$ cat config.mk
export PLATFORM = sky130hd
export DESIGN_NAME = nsng_ctrl
export DESIGN_NICKNAME = d
export VERILOG_FILES = /design/src/rtl/nsng_pkg.sv /design/src/rtl/nsng_ctrl.sv
export SDC_FILE = /design/constraint.sdc
export NUM_CORES = 1
export LEC_CHECK = 0
export BUFFER_PORTS_ARGS = -buffer_cell sky130_fd_sc_hd__buf_2
export CORE_AREA = 5 5 42 44
export DETAILED_ROUTE_END_ITERATION = 16
export DIE_AREA = 0 0 47 49
export PLACE_DENSITY = 0.3
export SYNTH_ARGS = -nofsm -noshare
export SYNTH_HDL_FRONTEND = slang
export SYNTH_SLANG_ARGS = --single-unit
$ cat constraint.sdc
create_clock -name clock -period 0.8 [get_ports clock]
set_input_delay 0.12 -clock clock [delete_from_list [all_inputs] [get_ports clock]]
set_output_delay 0.12 -clock clock [all_outputs]
set_load 0.01 [all_outputs]
$ cat src/rtl/nsng_pkg.sv
`default_nettype none

package nsng_pkg;

   // sequence length and derived widths
   localparam int MAX_INDEX = 2048;
   localparam int ADDR_W    = (MAX_INDEX > 1) ? $clog2(MAX_INDEX) : 1;
   localparam int CNT_W     = $clog2(MAX_INDEX + 1);

   // fixed field and store widths
   localparam int INDEX_W   = 12;
   localparam int VALUE_W   = 31;
   localparam int STORE_W   = 34;
   localparam int PROD_W    = STORE_W + 3;

   localparam logic [STORE_W-1:0] STORE_MAX = {STORE_W{1'b1}};
   localparam logic [VALUE_W-1:0] VALUE_MAX = {VALUE_W{1'b1}};

   // controller to datapath commands
   typedef struct packed {
      logic init;
      logic step;
   } nsng_cmd_type;

   // datapath to controller status
   typedef struct packed {
      logic fill_done;
   } nsng_status_type;

endpackage

`default_nettype wire

$ cat src/rtl/nsng_ctrl.sv
`default_nettype none

module nsng_ctrl
   import nsng_pkg::*;
(
   input  wire logic            clock,
   input  wire logic            reset,
   input  wire logic            start,
   output logic                 busy,
   output logic                 rsp_valid,
   output nsng_cmd_type         cmd,
   input  wire nsng_status_type status
);

   localparam logic [1:0] ST_IDLE   = 2'd0;
   localparam logic [1:0] ST_READ   = 2'd1;
   localparam logic [1:0] ST_CALC   = 2'd2;
   localparam logic [1:0] ST_FINISH = 2'd3;

   logic [1:0] state_ff;
   logic [1:0] state_in;

   // next state and commands
   always_comb begin
      state_in = state_ff;
      cmd.init = 1'b0;
      cmd.step = 1'b0;
      unique case (state_ff)
         ST_IDLE: begin
            if (start) begin
               cmd.init = 1'b1;
               state_in = ST_READ;
            end
         end
         ST_READ: begin
            state_in = status.fill_done ? ST_FINISH : ST_CALC;
         end
         ST_CALC: begin
            cmd.step = 1'b1;
            state_in = ST_READ;
         end
         ST_FINISH: begin
            state_in = ST_IDLE;
         end
         default: begin
            state_in = ST_IDLE;
         end
      endcase
   end

   always_ff @(posedge clock) begin
      if (reset) begin
         state_ff <= ST_IDLE;
      end else begin
         state_ff <= state_in;
      end
   end

   assign busy      = (state_ff != ST_IDLE);
   assign rsp_valid = (state_ff == ST_FINISH);

endmodule

`default_nettype wire

# Word-level counts from Yosys, hierarchy flattened
# Index checks and enable logic that the tools add are counted.
[op_classes]
n_mux = 6
reduce_logical = 2
eq_ne = 4
[ops]
columns = ["cell", "count"]
rows = [
  ["$pmux 2 s4", 1],
  ["$eq 2x2->1 const B", 2],
  ["$mux 1", 4],
  ["$eq 2x1->1 const B", 1],
  ["$logic_not 2->1", 1],
  ["$mux 2", 1],
  ["$ne 2x2->1 const B", 1],
  ["$reduce_bool 2->1", 1],
]
[word_totals]
out_inout_bits = 4
wordCells = 13
input_bits = 4
register_bits = 2

# Longest topological paths before layout
[depth]
depth_word = 2
depth_mapped = 2
ltp_nobuf = 2

# Least setup slack after synthesis
# OpenSTA, ideal clock, no wires.
[synth_timing]
kind = "reg-to-output"
from = "register state_ff[1]"
to = "output cmd[1] (netlist bit)"
setup_slack_ns = -0.030
t_arrival_ns = 0.710
required_time_ns = 0.680
path_stages_with_launch = 3
n_path_buf = 0
cell_sequence = "dfxtp_1 > or2_4 > nor2_2"
[synth_lines]
columns = ["element", "line_no", "rtl"]
rows = [
  ["from (decl)", "nsng_ctrl.sv:20", "logic [1:0] state_ff;"],
  ["from (signal assigned)", "nsng_ctrl.sv:55", "state_ff <= state_in;"],
  ["to (decl)", "nsng_ctrl.sv:11", "output nsng_cmd_type cmd,"],
]

==> results.ini <==
[pwr]
powerDensity_mw_per_mm2=1770
power_uw=458
ir_drop_mv=0.265
p_leak_uw=0.000120

[sta]
finalCriticalPeriod_ps=1080
slew_headroom=0.917
fin_ws_ps=-280
rsz0062_at_grt=yes
tightestPinTransition_ps=123
fin_skew_ps=1.67
setup_viol=5
timing.final.crit_share=1.35
max_freq_mhz=926
maxSlewViolCount=0
hold_violations=0
setup_tns_ps=-994

[final_layout]
fillers=166
largest_reg_flops=2
post-route-util=0.185
drive_gt1_frac=0.840
largest_register=state_ff
largestRegisters=state_ff (2)
diodes=0
syn2layout_area_growth_pct=159
nets=31
fin_area_sq_um=259

[clocking]
clk_pin_slew_ps=30
cts_tree=built
ctsHoldBuffers=0
root_buffer=clkbuf_4
worstSkewPairLatency_ps=220
cts_buffers=3
cts_sinks=2
clk_path_buf_depth=2
htreeDepth=1

[placed_design]
dp_hpwl_um=241
detailed_place.area_sq_um=175
place_congestion=0.698
portBuffers=7

[route]
drc_errors=0
final_antenna_net_count=0
num_vias=128
wire_per_inst_um=8.98
routed_wirelength_um=368
dr.pass1.iters=2
drt-vias-per-instance=3.12
drt_first_iter_violations=1

[worst_setup_path]
arrival_ps=960
path_max_fanout=2
rrSetupSlack_ps=-90
criticalPathCategory=reg -> out
worst_setup_path_end_kind=output port
worstSetupStartpointType=flip-flop
required_ps=680

[grt]
grt_pass1_vias=155
antenna_found_initial=0
grt_usage=0.0436
grt_first_pass_wirelength_um=579
gr-total-overflow=0
grt_max_degree=6

[die]
die_y_um=49
die_area_sq_mm=0.00230
ios=8
num_rows=14
initial_core_util=0.0714
die_x_um=47
coreArea_sq_mm=0.00140

[synthesis]
yosys_warnings=0
synth_nets=15
netlist_area_sq_um=100
synth_cells=11
avgSynthCellArea_sq_um=9.10
ys_types=10
ys_seq_area_frac=0.400
ys_seq_elements=2

[status]
status=finished with violations
violations=negative setup slack

[worst_hold_path]
hold_class=in -> reg

[flow_run]
max_cap_violations=0

## cell usage after synthesis
cell      n  area share
a21oi_1   1       0.050
and2_2    1       0.075
dfxtp_1   2        0.40
inv_1     1       0.037
nand3b_1  1       0.075
nor2_2    1       0.063
nor2b_1   1       0.063
nor3b_1   1       0.075
o21bai_1  1       0.075
or2_4     1       0.088
## power breakdown
part	total (uW)	internal [uW]	switching, uW
logic	121	75.0	45.8
registers	116	110	5.89
clock network	221	165	56.0
total	458	350	108
## placed cells by master (no fill, tap or decap)
cell type | synthesis | routed
and2_4 | 0 | 1
a21oi_1 | 1 | 1
clkbuf_4 | 0 | 3
nor3b_2 | 0 | 1
buf_4 | 0 | 1
nor2_4 | 0 | 1
buf_2 | 0 | 4
buf_6 | 0 | 6
dfxtp_2 | 0 | 2
nor2b_4 | 0 | 1
inv_1 | 1 | 1
o21bai_1 | 1 | 1
nand3b_1 | 1 | 1
or2_4 | 1 | 1
## area by class of cell
class                   instances  area, sq um  share of cell area
repair buffers                 11         95.1               0.367
multi-input cells               8         75.1               0.290
inverters                       1         3.75              0.0145
well taps                      16         20.0              0.0773
clock buffers                   3         22.5              0.0870
flip-flops and latches          2         42.5               0.164
## through the flow
step                hold WS, ps  setup slack (ps)  cells
floorplan                   189             -11.2     11
global placement            295             -52.8     36
detailed placement          308             -67.4     36
CTS                        61.9              -281     40
global route               74.2              -315     41
finish                     87.7              -280     41
## cells by family after synthesis
group | synth area share
compound gates | 0.125
buf+inv | 0.0375
flops | 0.400
simple gates | 0.438
## critical path: stages, from the launching register on
cell,delay [ps]
dfxtp_2,310
or2_4,250
nor2_4,80
buf_6,100
## per-layer routing
| metal | track usage | wire (um) | share of wire | up-vias |
|---|---|---|---|---|
| li1 | - | - | - | 64 |
| met1 | 0.0394 | 136 | 0.37 | 54 |
| met2 | 0.0407 | 159 | 0.43 | 8 |
| met3 | 0.0295 | 62 | 0.17 | 2 |
| met4 | 0.0829 | 10 | 0.027 | 0 |
| met5 | 0 | 0 | 0 | - |
## worst paths after layout
path,start,end,cells past startpoint
min reg2reg,state_ff[1]$_SDFFE_PP0P_,state_ff[1]$_SDFFE_PP0P_,3
max,state_ff[1]$_SDFFE_PP0P_,cmd[1],3
min,reset,state_ff[0]$_SDFFE_PP0P_,2
max reg2reg,state_ff[0]$_SDFFE_PP0P_,state_ff[0]$_SDFFE_PP0P_,4
## what timing repair did
action,CTS,global route
endpoints found under the setup margin,5,6
pin swaps,1,1
buffers inserted,1,1
gates resized for setup,3,8
Power figures use the tool's default switching activity.
